`src/one_wire_uart_master_engine_defines.svh`:
```
// Assertion macros shared by the 1-Wire over UART master engine modules.
`ifndef ONE_WIRE_UART_MASTER_ENGINE_DEFINES_SVH
`define ONE_WIRE_UART_MASTER_ENGINE_DEFINES_SVH

// The consequent must hold in the same cycle as the antecedent.
`define OWUM_ASSERT_NOW(label, ante, cons, msg) \
   label: assert property (@(posedge clock) disable iff (reset) (ante) |-> (cons)) \
      else $error(msg);

// The consequent must hold in the cycle after the antecedent.
`define OWUM_ASSERT_NEXT(label, ante, cons, msg) \
   label: assert property (@(posedge clock) disable iff (reset) (ante) |=> (cons)) \
      else $error(msg);

`endif

```
`src/owum_pkg.sv`:
```
// Types, constants and helper functions of the 1-Wire over UART master engine.
package owum_pkg;

   localparam int QUEUE_DEPTH = 24;
   localparam int QIDX_W = $clog2(QUEUE_DEPTH);
   localparam int QCNT_W = $clog2(QUEUE_DEPTH + 1);
   localparam int QSUM_W = QCNT_W + 1;
   localparam int COUNT_CMP_W = 9;
   localparam int HPOS_W = 4;
   localparam int HDR_MATCH_LEN = 9;
   localparam int HDR_SKIP_LEN = 1;

   localparam logic [7:0] RESET_WORD = 8'hF0;
   localparam logic [7:0] ONE_WORD = 8'hFF;
   localparam logic [7:0] ZERO_WORD = 8'h00;
   localparam logic [7:0] MATCH_ROM_CMD = 8'h55;
   localparam logic [7:0] SKIP_ROM_CMD = 8'hCC;

   typedef enum logic [2:0] {
      OP_CLEAR = 3'd0,
      OP_PUSH  = 3'd1,
      OP_WRITE = 3'd2,
      OP_READ  = 3'd3,
      OP_ECHO  = 3'd4,
      OP_READY = 3'd5
   } opcode_type;

   typedef enum logic [2:0] {
      PH_IDLE,
      PH_RESET,
      PH_RECEIVE,
      PH_TRANSMIT,
      PH_ERROR
   } phase_type;

   typedef enum logic [1:0] {
      ST_IDLE  = 2'd0,
      ST_BUSY  = 2'd1,
      ST_ERROR = 2'd2
   } status_type;

   typedef enum logic [2:0] {
      QC_NONE,
      QC_CLEAR,
      QC_PUSH,
      QC_WRITE,
      QC_READ,
      QC_POP
   } queue_op_type;

   typedef enum logic [1:0] {
      WK_NONE,
      WK_RESET,
      WK_BYTE
   } word_kind_type;

   typedef struct packed {
      queue_op_type       code;
      logic [7:0]         data;
      logic [QCNT_W-1:0]  read_fill;
      logic [63:0]        rom_address;
   } queue_cmd_type;

   typedef struct packed {
      logic [QCNT_W-1:0]  fill;
      logic [7:0]         head_byte;
      logic [QCNT_W-1:0]  write_len;
   } queue_stat_type;

   // Byte at a given position of the addressing header.
   function automatic logic [7:0] header_byte(input logic [63:0] rom,
                                              input logic [HPOS_W-1:0] pos);
      logic [7:0] b;
      if (rom == 64'd0) begin
         b = SKIP_ROM_CMD;
      end else begin
         case (pos)
            4'd1: b = rom[7:0];
            4'd2: b = rom[15:8];
            4'd3: b = rom[23:16];
            4'd4: b = rom[31:24];
            4'd5: b = rom[39:32];
            4'd6: b = rom[47:40];
            4'd7: b = rom[55:48];
            4'd8: b = rom[63:56];
            default: b = MATCH_ROM_CMD;
         endcase
      end
      return b;
   endfunction

endpackage

```
`src/owum_queue.sv`:
```
// Circular byte queue with clear, header prepend, read-slot fill, push and pop.
`include "one_wire_uart_master_engine_defines.svh"

module owum_queue (
   input  logic                    clock,
   input  logic                    reset,
   input  owum_pkg::queue_cmd_type cmd,
   output owum_pkg::queue_stat_type stat
);
   import owum_pkg::*;

   logic [7:0]        entry_ff [QUEUE_DEPTH];
   logic [7:0]        entry_in [QUEUE_DEPTH];
   logic [QIDX_W-1:0] head_ff, head_in;
   logic [QCNT_W-1:0] fill_ff, fill_in;

   logic [QCNT_W-1:0] hdr_len;
   logic [QCNT_W-1:0] keep_max;
   logic [QCNT_W-1:0] kept;
   logic [QCNT_W-1:0] write_len;
   logic [QSUM_W-1:0] wr_head_sum;
   logic [QIDX_W-1:0] wr_head;
   logic [QSUM_W-1:0] tail_sum;
   logic [QIDX_W-1:0] tail;
   logic [QIDX_W-1:0] head_next;

   always_comb begin
      hdr_len = (cmd.rom_address != 64'd0) ? QCNT_W'(HDR_MATCH_LEN) : QCNT_W'(HDR_SKIP_LEN);
      keep_max = QCNT_W'(QUEUE_DEPTH) - hdr_len;
      kept = (fill_ff > keep_max) ? keep_max : fill_ff;
      write_len = hdr_len + kept;

      wr_head_sum = QSUM_W'(head_ff) + QSUM_W'(QUEUE_DEPTH) - QSUM_W'(hdr_len);
      if (wr_head_sum >= QSUM_W'(QUEUE_DEPTH)) begin
         wr_head_sum = wr_head_sum - QSUM_W'(QUEUE_DEPTH);
      end
      wr_head = wr_head_sum[QIDX_W-1:0];

      tail_sum = QSUM_W'(head_ff) + QSUM_W'(fill_ff);
      if (tail_sum >= QSUM_W'(QUEUE_DEPTH)) begin
         tail_sum = tail_sum - QSUM_W'(QUEUE_DEPTH);
      end
      tail = tail_sum[QIDX_W-1:0];

      head_next = (head_ff == QIDX_W'(QUEUE_DEPTH - 1)) ? '0 : head_ff + 1'b1;
   end

   always_comb begin
      logic [QSUM_W-1:0] off;
      head_in = head_ff;
      fill_in = fill_ff;
      off = '0;
      for (int i = 0; i < QUEUE_DEPTH; i++) begin
         entry_in[i] = entry_ff[i];
      end
      case (cmd.code)
         QC_CLEAR: begin
            head_in = '0;
            fill_in = '0;
         end
         QC_PUSH: begin
            entry_in[tail] = cmd.data;
            fill_in = fill_ff + 1'b1;
         end
         QC_WRITE: begin
            for (int i = 0; i < QUEUE_DEPTH; i++) begin
               off = QSUM_W'(i) + QSUM_W'(QUEUE_DEPTH) - QSUM_W'(wr_head);
               if (off >= QSUM_W'(QUEUE_DEPTH)) begin
                  off = off - QSUM_W'(QUEUE_DEPTH);
               end
               if (off < QSUM_W'(hdr_len)) begin
                  entry_in[i] = header_byte(cmd.rom_address, off[HPOS_W-1:0]);
               end
            end
            head_in = wr_head;
            fill_in = write_len;
         end
         QC_READ: begin
            for (int i = 0; i < QUEUE_DEPTH; i++) begin
               entry_in[i] = ONE_WORD;
            end
            head_in = '0;
            fill_in = cmd.read_fill;
         end
         QC_POP: begin
            head_in = head_next;
            fill_in = fill_ff - 1'b1;
         end
         default: begin
         end
      endcase
   end

   always_ff @(posedge clock) begin
      for (int i = 0; i < QUEUE_DEPTH; i++) begin
         entry_ff[i] <= entry_in[i];
      end
      if (reset) begin
         head_ff <= '0;
         fill_ff <= '0;
      end else begin
         head_ff <= head_in;
         fill_ff <= fill_in;
      end
   end

   assign stat.fill = fill_ff;
   assign stat.head_byte = entry_ff[head_ff];
   assign stat.write_len = write_len;

   `OWUM_ASSERT_NOW(a_fill_bound, 1'b1, fill_ff <= QCNT_W'(QUEUE_DEPTH),
                    "Queue fill exceeds its depth.")
   `OWUM_ASSERT_NOW(a_pop_nonempty, cmd.code == QC_POP, fill_ff != '0,
                    "Pop from an empty queue.")
   `OWUM_ASSERT_NOW(a_push_room, cmd.code == QC_PUSH, fill_ff < QCNT_W'(QUEUE_DEPTH),
                    "Push into a full queue.")

endmodule

```
`src/one_wire_uart_master_engine.sv`:
```
// 1-Wire master engine over a UART in loopback: command decode, sequencing and word output.
// Each transaction on the request channel is latched into an input register, decoded into the
// engine state and the byte queue, and handed to a result register that sends one UART word per
// response transaction: an accepted start-read command or a transmitter-ready command that pops
// a byte occupies the response channel for one transaction per bit, every other command for a
// single transaction, and the receiver may stall any of them. The input register takes the next
// command while the result register still drains, so commands follow each other with no gap
// beyond the response words; a request passes the input register, then the result register.
`include "one_wire_uart_master_engine_defines.svh"

module one_wire_uart_master_engine (
   input  logic        clock,
   input  logic        reset,
   input  logic        req_valid,
   output logic        req_stall,
   input  logic [2:0]  req_opcode,
   input  logic [7:0]  req_data_byte,
   input  logic [7:0]  req_byte_count,
   output logic        rsp_valid,
   input  logic        rsp_stall,
   output logic        rsp_tx_valid,
   output logic [7:0]  rsp_tx_word,
   output logic        rsp_rate_select,
   output logic        rsp_rx_valid,
   output logic [7:0]  rsp_rx_byte,
   output logic        rsp_accepted,
   output logic        rsp_done_event,
   output logic [1:0]  rsp_status,
   output logic        rsp_last,
   input  logic        csr_wr_en,
   input  logic [63:0] csr_wr_data
);
   import owum_pkg::*;

   logic [63:0]       rom_address_ff, rom_address_in;

   logic              in_valid_ff, in_valid_in;
   logic [2:0]        in_opcode_ff, in_opcode_in;
   logic [7:0]        in_data_ff, in_data_in;
   logic [7:0]        in_count_ff, in_count_in;

   phase_type         phase_ff, phase_in;
   logic [2:0]        bit_idx_ff, bit_idx_in;
   logic [7:0]        asm_ff, asm_in;
   logic [QCNT_W-1:0] remain_ff, remain_in;
   logic              data_rate_ff, data_rate_in;

   logic              out_valid_ff, out_valid_in;
   word_kind_type     kind_ff, kind_in;
   logic [7:0]        byte_ff, byte_in;
   logic [2:0]        idx_ff, idx_in;
   logic              rate_ff, rate_in;
   logic              rxv_ff, rxv_in;
   logic [7:0]        rxb_ff, rxb_in;
   logic              acc_ff, acc_in;
   logic              done_ff, done_in;
   status_type        status_ff, status_in;

   queue_cmd_type     qcmd;
   queue_stat_type    qstat;

   logic              out_last;
   logic              out_take;
   logic              out_done;
   logic              move;
   logic [QCNT_W-1:0] read_n;
   logic [7:0]        asm_bit;

   owum_queue u_queue (
      .clock (clock),
      .reset (reset),
      .cmd   (qcmd),
      .stat  (qstat)
   );

   assign out_last = (kind_ff != WK_BYTE) || (idx_ff == 3'd7);
   assign out_take = out_valid_ff && !rsp_stall;
   assign out_done = out_take && out_last;
   assign move = in_valid_ff && (!out_valid_ff || out_done);
   assign req_stall = in_valid_ff && !move;

   assign rom_address_in = csr_wr_en ? csr_wr_data : rom_address_ff;

   always_comb begin
      in_valid_in = in_valid_ff;
      in_opcode_in = in_opcode_ff;
      in_data_in = in_data_ff;
      in_count_in = in_count_ff;
      if (req_valid && !req_stall) begin
         in_valid_in = 1'b1;
         in_opcode_in = req_opcode;
         in_data_in = req_data_byte;
         in_count_in = req_byte_count;
      end else if (move) begin
         in_valid_in = 1'b0;
      end
   end

   always_comb begin
      read_n = (COUNT_CMP_W'(in_count_ff) > COUNT_CMP_W'(QUEUE_DEPTH)) ?
               QCNT_W'(QUEUE_DEPTH) : QCNT_W'(in_count_ff);
      asm_bit = '0;
      asm_bit[bit_idx_ff] = (phase_ff == PH_RECEIVE) && in_data_ff[0];
   end

   always_comb begin
      phase_in = phase_ff;
      bit_idx_in = bit_idx_ff;
      asm_in = asm_ff;
      remain_in = remain_ff;
      data_rate_in = data_rate_ff;

      qcmd.code = QC_NONE;
      qcmd.data = in_data_ff;
      qcmd.read_fill = read_n - 1'b1;
      qcmd.rom_address = rom_address_ff;

      kind_in = kind_ff;
      byte_in = byte_ff;
      rxv_in = rxv_ff;
      rxb_in = rxb_ff;
      acc_in = acc_ff;
      done_in = done_ff;
      status_in = status_ff;
      rate_in = rate_ff;

      if (move) begin
         kind_in = WK_NONE;
         byte_in = ZERO_WORD;
         rxv_in = 1'b0;
         rxb_in = '0;
         acc_in = 1'b0;
         done_in = 1'b0;
         case (in_opcode_ff)
            OP_CLEAR: begin
               qcmd.code = QC_CLEAR;
               acc_in = 1'b1;
            end
            OP_PUSH: begin
               if (qstat.fill < QCNT_W'(QUEUE_DEPTH)) begin
                  qcmd.code = QC_PUSH;
                  acc_in = 1'b1;
               end
            end
            OP_WRITE: begin
               if (qstat.fill != '0) begin
                  qcmd.code = QC_WRITE;
                  remain_in = qstat.write_len;
                  bit_idx_in = '0;
                  data_rate_in = 1'b0;
                  phase_in = PH_RESET;
                  kind_in = WK_RESET;
                  acc_in = 1'b1;
               end
            end
            OP_READ: begin
               if (in_count_ff != 8'd0) begin
                  qcmd.code = QC_READ;
                  remain_in = read_n;
                  bit_idx_in = '0;
                  asm_in = '0;
                  phase_in = PH_RECEIVE;
                  kind_in = WK_BYTE;
                  byte_in = ONE_WORD;
                  acc_in = 1'b1;
               end
            end
            OP_ECHO: begin
               if (phase_ff == PH_RESET) begin
                  acc_in = 1'b1;
                  if (in_data_ff != RESET_WORD) begin
                     data_rate_in = 1'b1;
                     phase_in = PH_TRANSMIT;
                  end else begin
                     phase_in = PH_ERROR;
                     done_in = 1'b1;
                  end
               end else if (phase_ff == PH_RECEIVE || phase_ff == PH_TRANSMIT) begin
                  acc_in = 1'b1;
                  asm_in = asm_ff | asm_bit;
                  bit_idx_in = bit_idx_ff + 1'b1;
                  if (bit_idx_ff == 3'd7) begin
                     if (phase_ff == PH_RECEIVE) begin
                        rxv_in = 1'b1;
                        rxb_in = asm_ff | asm_bit;
                        asm_in = '0;
                     end
                     remain_in = (remain_ff != '0) ? remain_ff - 1'b1 : remain_ff;
                     if (remain_ff <= QCNT_W'(1)) begin
                        phase_in = PH_IDLE;
                        done_in = 1'b1;
                     end
                  end
               end
            end
            OP_READY: begin
               if ((phase_ff == PH_RECEIVE || phase_ff == PH_TRANSMIT) &&
                   qstat.fill != '0) begin
                  qcmd.code = QC_POP;
                  kind_in = WK_BYTE;
                  byte_in = qstat.head_byte;
                  acc_in = 1'b1;
               end
            end
            default: begin
            end
         endcase
         rate_in = data_rate_in;
         case (phase_in)
            PH_IDLE:  status_in = ST_IDLE;
            PH_ERROR: status_in = ST_ERROR;
            default:  status_in = ST_BUSY;
         endcase
      end
   end

   always_comb begin
      out_valid_in = out_valid_ff;
      idx_in = idx_ff;
      if (move) begin
         out_valid_in = 1'b1;
         idx_in = '0;
      end else if (out_done) begin
         out_valid_in = 1'b0;
         idx_in = '0;
      end else if (out_take) begin
         idx_in = idx_ff + 1'b1;
      end
   end

   always_ff @(posedge clock) begin
      in_opcode_ff <= in_opcode_in;
      in_data_ff <= in_data_in;
      in_count_ff <= in_count_in;
      kind_ff <= kind_in;
      byte_ff <= byte_in;
      rate_ff <= rate_in;
      rxv_ff <= rxv_in;
      rxb_ff <= rxb_in;
      acc_ff <= acc_in;
      done_ff <= done_in;
      status_ff <= status_in;
      if (reset) begin
         rom_address_ff <= '0;
         in_valid_ff <= 1'b0;
         phase_ff <= PH_IDLE;
         bit_idx_ff <= '0;
         asm_ff <= '0;
         remain_ff <= '0;
         data_rate_ff <= 1'b0;
         out_valid_ff <= 1'b0;
         idx_ff <= '0;
      end else begin
         rom_address_ff <= rom_address_in;
         in_valid_ff <= in_valid_in;
         phase_ff <= phase_in;
         bit_idx_ff <= bit_idx_in;
         asm_ff <= asm_in;
         remain_ff <= remain_in;
         data_rate_ff <= data_rate_in;
         out_valid_ff <= out_valid_in;
         idx_ff <= idx_in;
      end
   end

   always_comb begin
      case (kind_ff)
         WK_RESET: rsp_tx_word = RESET_WORD;
         WK_BYTE:  rsp_tx_word = byte_ff[idx_ff] ? ONE_WORD : ZERO_WORD;
         default:  rsp_tx_word = ZERO_WORD;
      endcase
   end

   assign rsp_valid = out_valid_ff;
   assign rsp_tx_valid = (kind_ff != WK_NONE);
   assign rsp_rate_select = rate_ff;
   assign rsp_rx_valid = rxv_ff;
   assign rsp_rx_byte = rxb_ff;
   assign rsp_accepted = acc_ff;
   assign rsp_done_event = done_ff;
   assign rsp_status = status_ff;
   assign rsp_last = out_last;

   `OWUM_ASSERT_NOW(a_stall_blocked, in_valid_ff && out_valid_ff && !out_done, req_stall,
                    "Request not stalled while the result register drains.")
   `OWUM_ASSERT_NOW(a_idx_in_byte, idx_ff != 3'd0, out_valid_ff && kind_ff == WK_BYTE,
                    "Word index runs outside an expanded byte.")
   `OWUM_ASSERT_NEXT(a_presence_rate,
                     move && phase_ff == PH_RESET && in_opcode_ff == OP_ECHO &&
                     in_data_ff != RESET_WORD,
                     data_rate_ff && phase_ff == PH_TRANSMIT,
                     "Presence echo did not switch to the data rate.")

endmodule
```
`config.mk`:
```
export PLATFORM = sky130hd
export DESIGN_NAME = one_wire_uart_master_engine
export DESIGN_NICKNAME = d
export VERILOG_FILES = /design/src/owum_pkg.sv /design/src/owum_queue.sv /design/src/one_wire_uart_master_engine.sv
export VERILOG_INCLUDE_DIRS = /design/src /design/src/src
export SDC_FILE = /design/constraint.sdc
export NUM_CORES = 2
export LEC_CHECK = 0
export ABC_AREA = 0
export BUFFER_PORTS_ARGS = -buffer_cell sky130_fd_sc_hd__buf_2
export CORE_MARGIN = 2
export CORE_UTILIZATION = 50
export DETAILED_ROUTE_END_ITERATION = 6
export PLACE_DENSITY_LB_ADDON = 0.3
export SLEW_MARGIN = 25
export SYNTH_ARGS = -nofsm -noshare
export SYNTH_HDL_FRONTEND = slang
export SYNTH_SLANG_ARGS = --single-unit
export TNS_END_PERCENT = 30
```
`constraint.sdc`:
```
create_clock -name clock -period 10.52 [get_ports clock]
set_input_delay 1.052 -clock clock [delete_from_list [all_inputs] [get_ports clock]]
set_output_delay 1.052 -clock clock [all_outputs]
set_load 0.005 [all_outputs]
```
==> impl_metrics.csv <==
group,metric,value,unit
floorplanning,fp.dieArea,0.0561,mm^2
place,gp_congestion,1.14,
cells_and_area,drive_gt1_share,14.9,%
drt,drc,2,
outcome,status,"finished, violations left",
worst_setup_path,critPathSlowestCell,"a2111oi_0",
worst_setup_path,cp-end-kind,"register",
place,portBuffers,113,
worst_setup_path,cp.buffers_inverters,5,
cells_and_area,mostFrequentLayoutCells,"nand2_1, a21oi_1, nor2_1",
floorplanning,die_width,237,um
power_and_ir_drop,total_power,4.59,mW
clock_network,h-tree-depth,2,
worst_setup_path,r2r_slack,1550,ps
place,dp_hpwl,105000,um
power_and_ir_drop,leakagePower,11.3,nW
clock_network,post_cts_resize_count,0,
sta,period_needed,8970,ps
logic_synthesis,synth_nets,3348,
drt,dr.pass1.iters,7,
worst_setup_path,startpoint_type,"register",
drt,vias_per_cell,7.59,
drt,routed_wl,142000,um
clock_network,numCtsBuffers,40,
global_route,overflow,0,
logic_synthesis,synth_seq_cells,339,
logic_synthesis,yosys_warnings,0,
sta,fmax,111,MHz
floorplanning,std_cell_rows,85,
clock_network,cts_num_sinks,339,
cells_and_area,fin_nets,3281,
logic_synthesis,syn_area_per_cell,8.54,um^2
worst_setup_path,cp_cell_sequence,"nor4_1 > nand4_1 > nor4_4 > inv_1 > ha_1 > inv_1 > ha_1 > a21o_4 > o21ai_1 > a21oi_1 > nor2_1 > inv_2 > ha_1 > a2111oi_0 > a21oi_1 > nand4b_1 > mux2i_1 > buf_4 > ha_1 > a221oi_1 > o311ai_0 > a21oi_1 > buf_4",
global_route,grt_pass1_vias,26000,
power_and_ir_drop,p_per_area,154,mW/mm^2
global_route,grt_start_max_net_pins,75,
drt,ant_nets,0,
cells_and_area,final_common_cell,"nand2_1",
run,drv_cap,0,
drt,avgRoutedWirePerCell,37.0,um
clock_network,path_clk_slew,60,ps
logic_synthesis,async_reset_ff_share,0,%
logic_synthesis,syn_area,0.0271,mm^2
drt,drt_iter0_markers,5849,
clock_network,clock_path_buffers,3,
global_route,grt_pass1_wl,198000,um
sta,max-slew-margin-rel,18.1,%
worst_setup_path,cp_max_fo,15,
logic_synthesis,synth-main-ff-cell,"edfxtp_1",
worst_setup_path,crit_arrival,9260,ps
hold_path,min_path_type,"register to register",
clock_network,post_cts_buffers,0,
logic_synthesis,netlist_instances,3177,
floorplanning,die-height,237,um
worst_setup_path,required,10810,ps
drt,top_layer,"met5",
global_route,antenna_found_initial,14,
worst_setup_path,cp_top_family,"compound AO/OA/AOI/OAI gates",
clock_network,clk-insertion-delay-late,610,ps
clock_network,postCtsHoldBufs,0,
global_route,grt_use_total,49.3,%
floorplanning,core_area,0.0537,mm^2
drt,wl_met1,51300,um
outcome,violations,"DRC",
logic_synthesis,seq_area_frac_synth,33.7,%
drt,wl_met3,22400,um
worst_setup_path,critical_path_class,"register to register",
floorplanning,num_io_pins,114,
worst_setup_path,critPathMaxStageDelay,880,ps
sta,drv_slew,0,
clock_network,cts_tree,"yes",
cells_and_area,area_delta_synth_final,9.63,%
clock_network,clock-root-buffer,"clkbuf_16",
sta,setup_viol,0,
logic_synthesis,synth_edf_count,235,
drt,vias,29200,
sta,skew,46.3,ps
drt,wl_met2,57300,um
power_and_ir_drop,vdd_ir_drop_max,0.144,mV
sta,tns,0,ps
floorplanning,start_util,50.5,%
worst_setup_path,cpMostUsedCell,"ha_1",
sta,tightest_slew,1230,ps
sta,rsz0062_at_grt,"no",
sta,finalHoldViolations,0,
sta,period_share,85.3,%
logic_synthesis,synth_cell_types,101,
per-layer routing:
layer | vias up | GRT usage, %
li1 | 11900 | -
met5 | - | 0.519
met4 | 16 | 28.8
met1 | 13800 | 63.5
met3 | 634 | 19.1
met2 | 2846 | 70.1
cell usage after synthesis, types with 44 or more instances:
library cell	n	area (um^2)
nor2_1	289	1080
a21oi_1	378	1890
nor3_1	46	230
o21ai_0	146	731
a22oi_1	76	571
edfxtp_1	235	7060
ha_1	80	1000
nand2_1	381	1430
clkbuf_1	230	863
inv_1	57	214
buf_2	44	220
nand3_1	59	295
mux2i_1	181	1810
dfxtp_1	104	2080
mux4_2	59	1330
a31oi_1	72	450
worst paths after layout:
check / startpoint / endpoint / cells past startpoint
setup reg to reg: rom_address_ff[60] / register / 23
setup / recovery: rom_address_ff[60] / register / 23
hold / removal: asm_ff[7] / asm_ff[7] / 1
hold reg to reg: asm_ff[7] / asm_ff[7] / 1
through the flow:
| step | setup slack [ps] | area, um^2 | cells | utilization [%] | hold slack [ps] |
|---|---|---|---|---|---|
| 6_report | 1550 | 29700 | 3844 | 55.4 | 472 |
| 5_1_grt | 1380 | 29700 | 3839 | 55.4 | 489 |
| 4_1_cts | 1900 | 29700 | 3838 | 55.3 | 472 |
| 3_5_place_dp | 1900 | 28200 | 3764 | 52.6 | 458 |
| 3_3_place_gp | 2120 | 28200 | 3764 | 52.5 | 448 |
| 2_1_floorplan | 2700 | 27100 | 3177 | - | 441 |
cell families after synthesis:
| logic type | count (synthesis) | share of synthesized area, % |
|---|---|---|
| AO/OA/AOI/OAI | 1072 | 25.9 |
| AND/OR/NAND/NOR | 985 | 16.4 |
| buffers and inverters | 388 | 5.78 |
| flip-flops | 339 | 33.7 |
| multiplexers | 280 | 13.3 |
| adder cells (fa/ha/maj) | 85 | 3.98 |
| XOR/XNOR | 28 | 0.959 |
worst register-to-register path, stage by stage (launching register included):
cell	delay (ps)
dfxtp_1	590
nor4_1	400
nand4_1	270
nor4_4	450
inv_1	330
ha_1	390
inv_1	60
ha_1	410
a21o_4	300
o21ai_1	740
a21oi_1	400
nor2_1	670
inv_2	210
ha_1	400
a2111oi_0	890
a21oi_1	140
nand4b_1	190
mux2i_1	100
buf_4	240
ha_1	320
a221oi_1	260
o311ai_0	300
a21oi_1	350
buf_4	280
report_power, final:
part	internal (mW)	switching (mW)	leakage, nW
registers	1.47	0.0756	2.97
clock network	0.952	0.632	0.704
logic	0.429	1.03	7.62
final cells by class:
type,count,area (um^2)
sequential,339,9150
timing repair buffer,218,1360
clock buffer,48,1060
multi-input combinational,2450,16600
clock inverter,26,412
fill,4851,24000
tap,696,871
inverter,61,229
antenna,6,15.0
(Power assumes the default switching activity.)
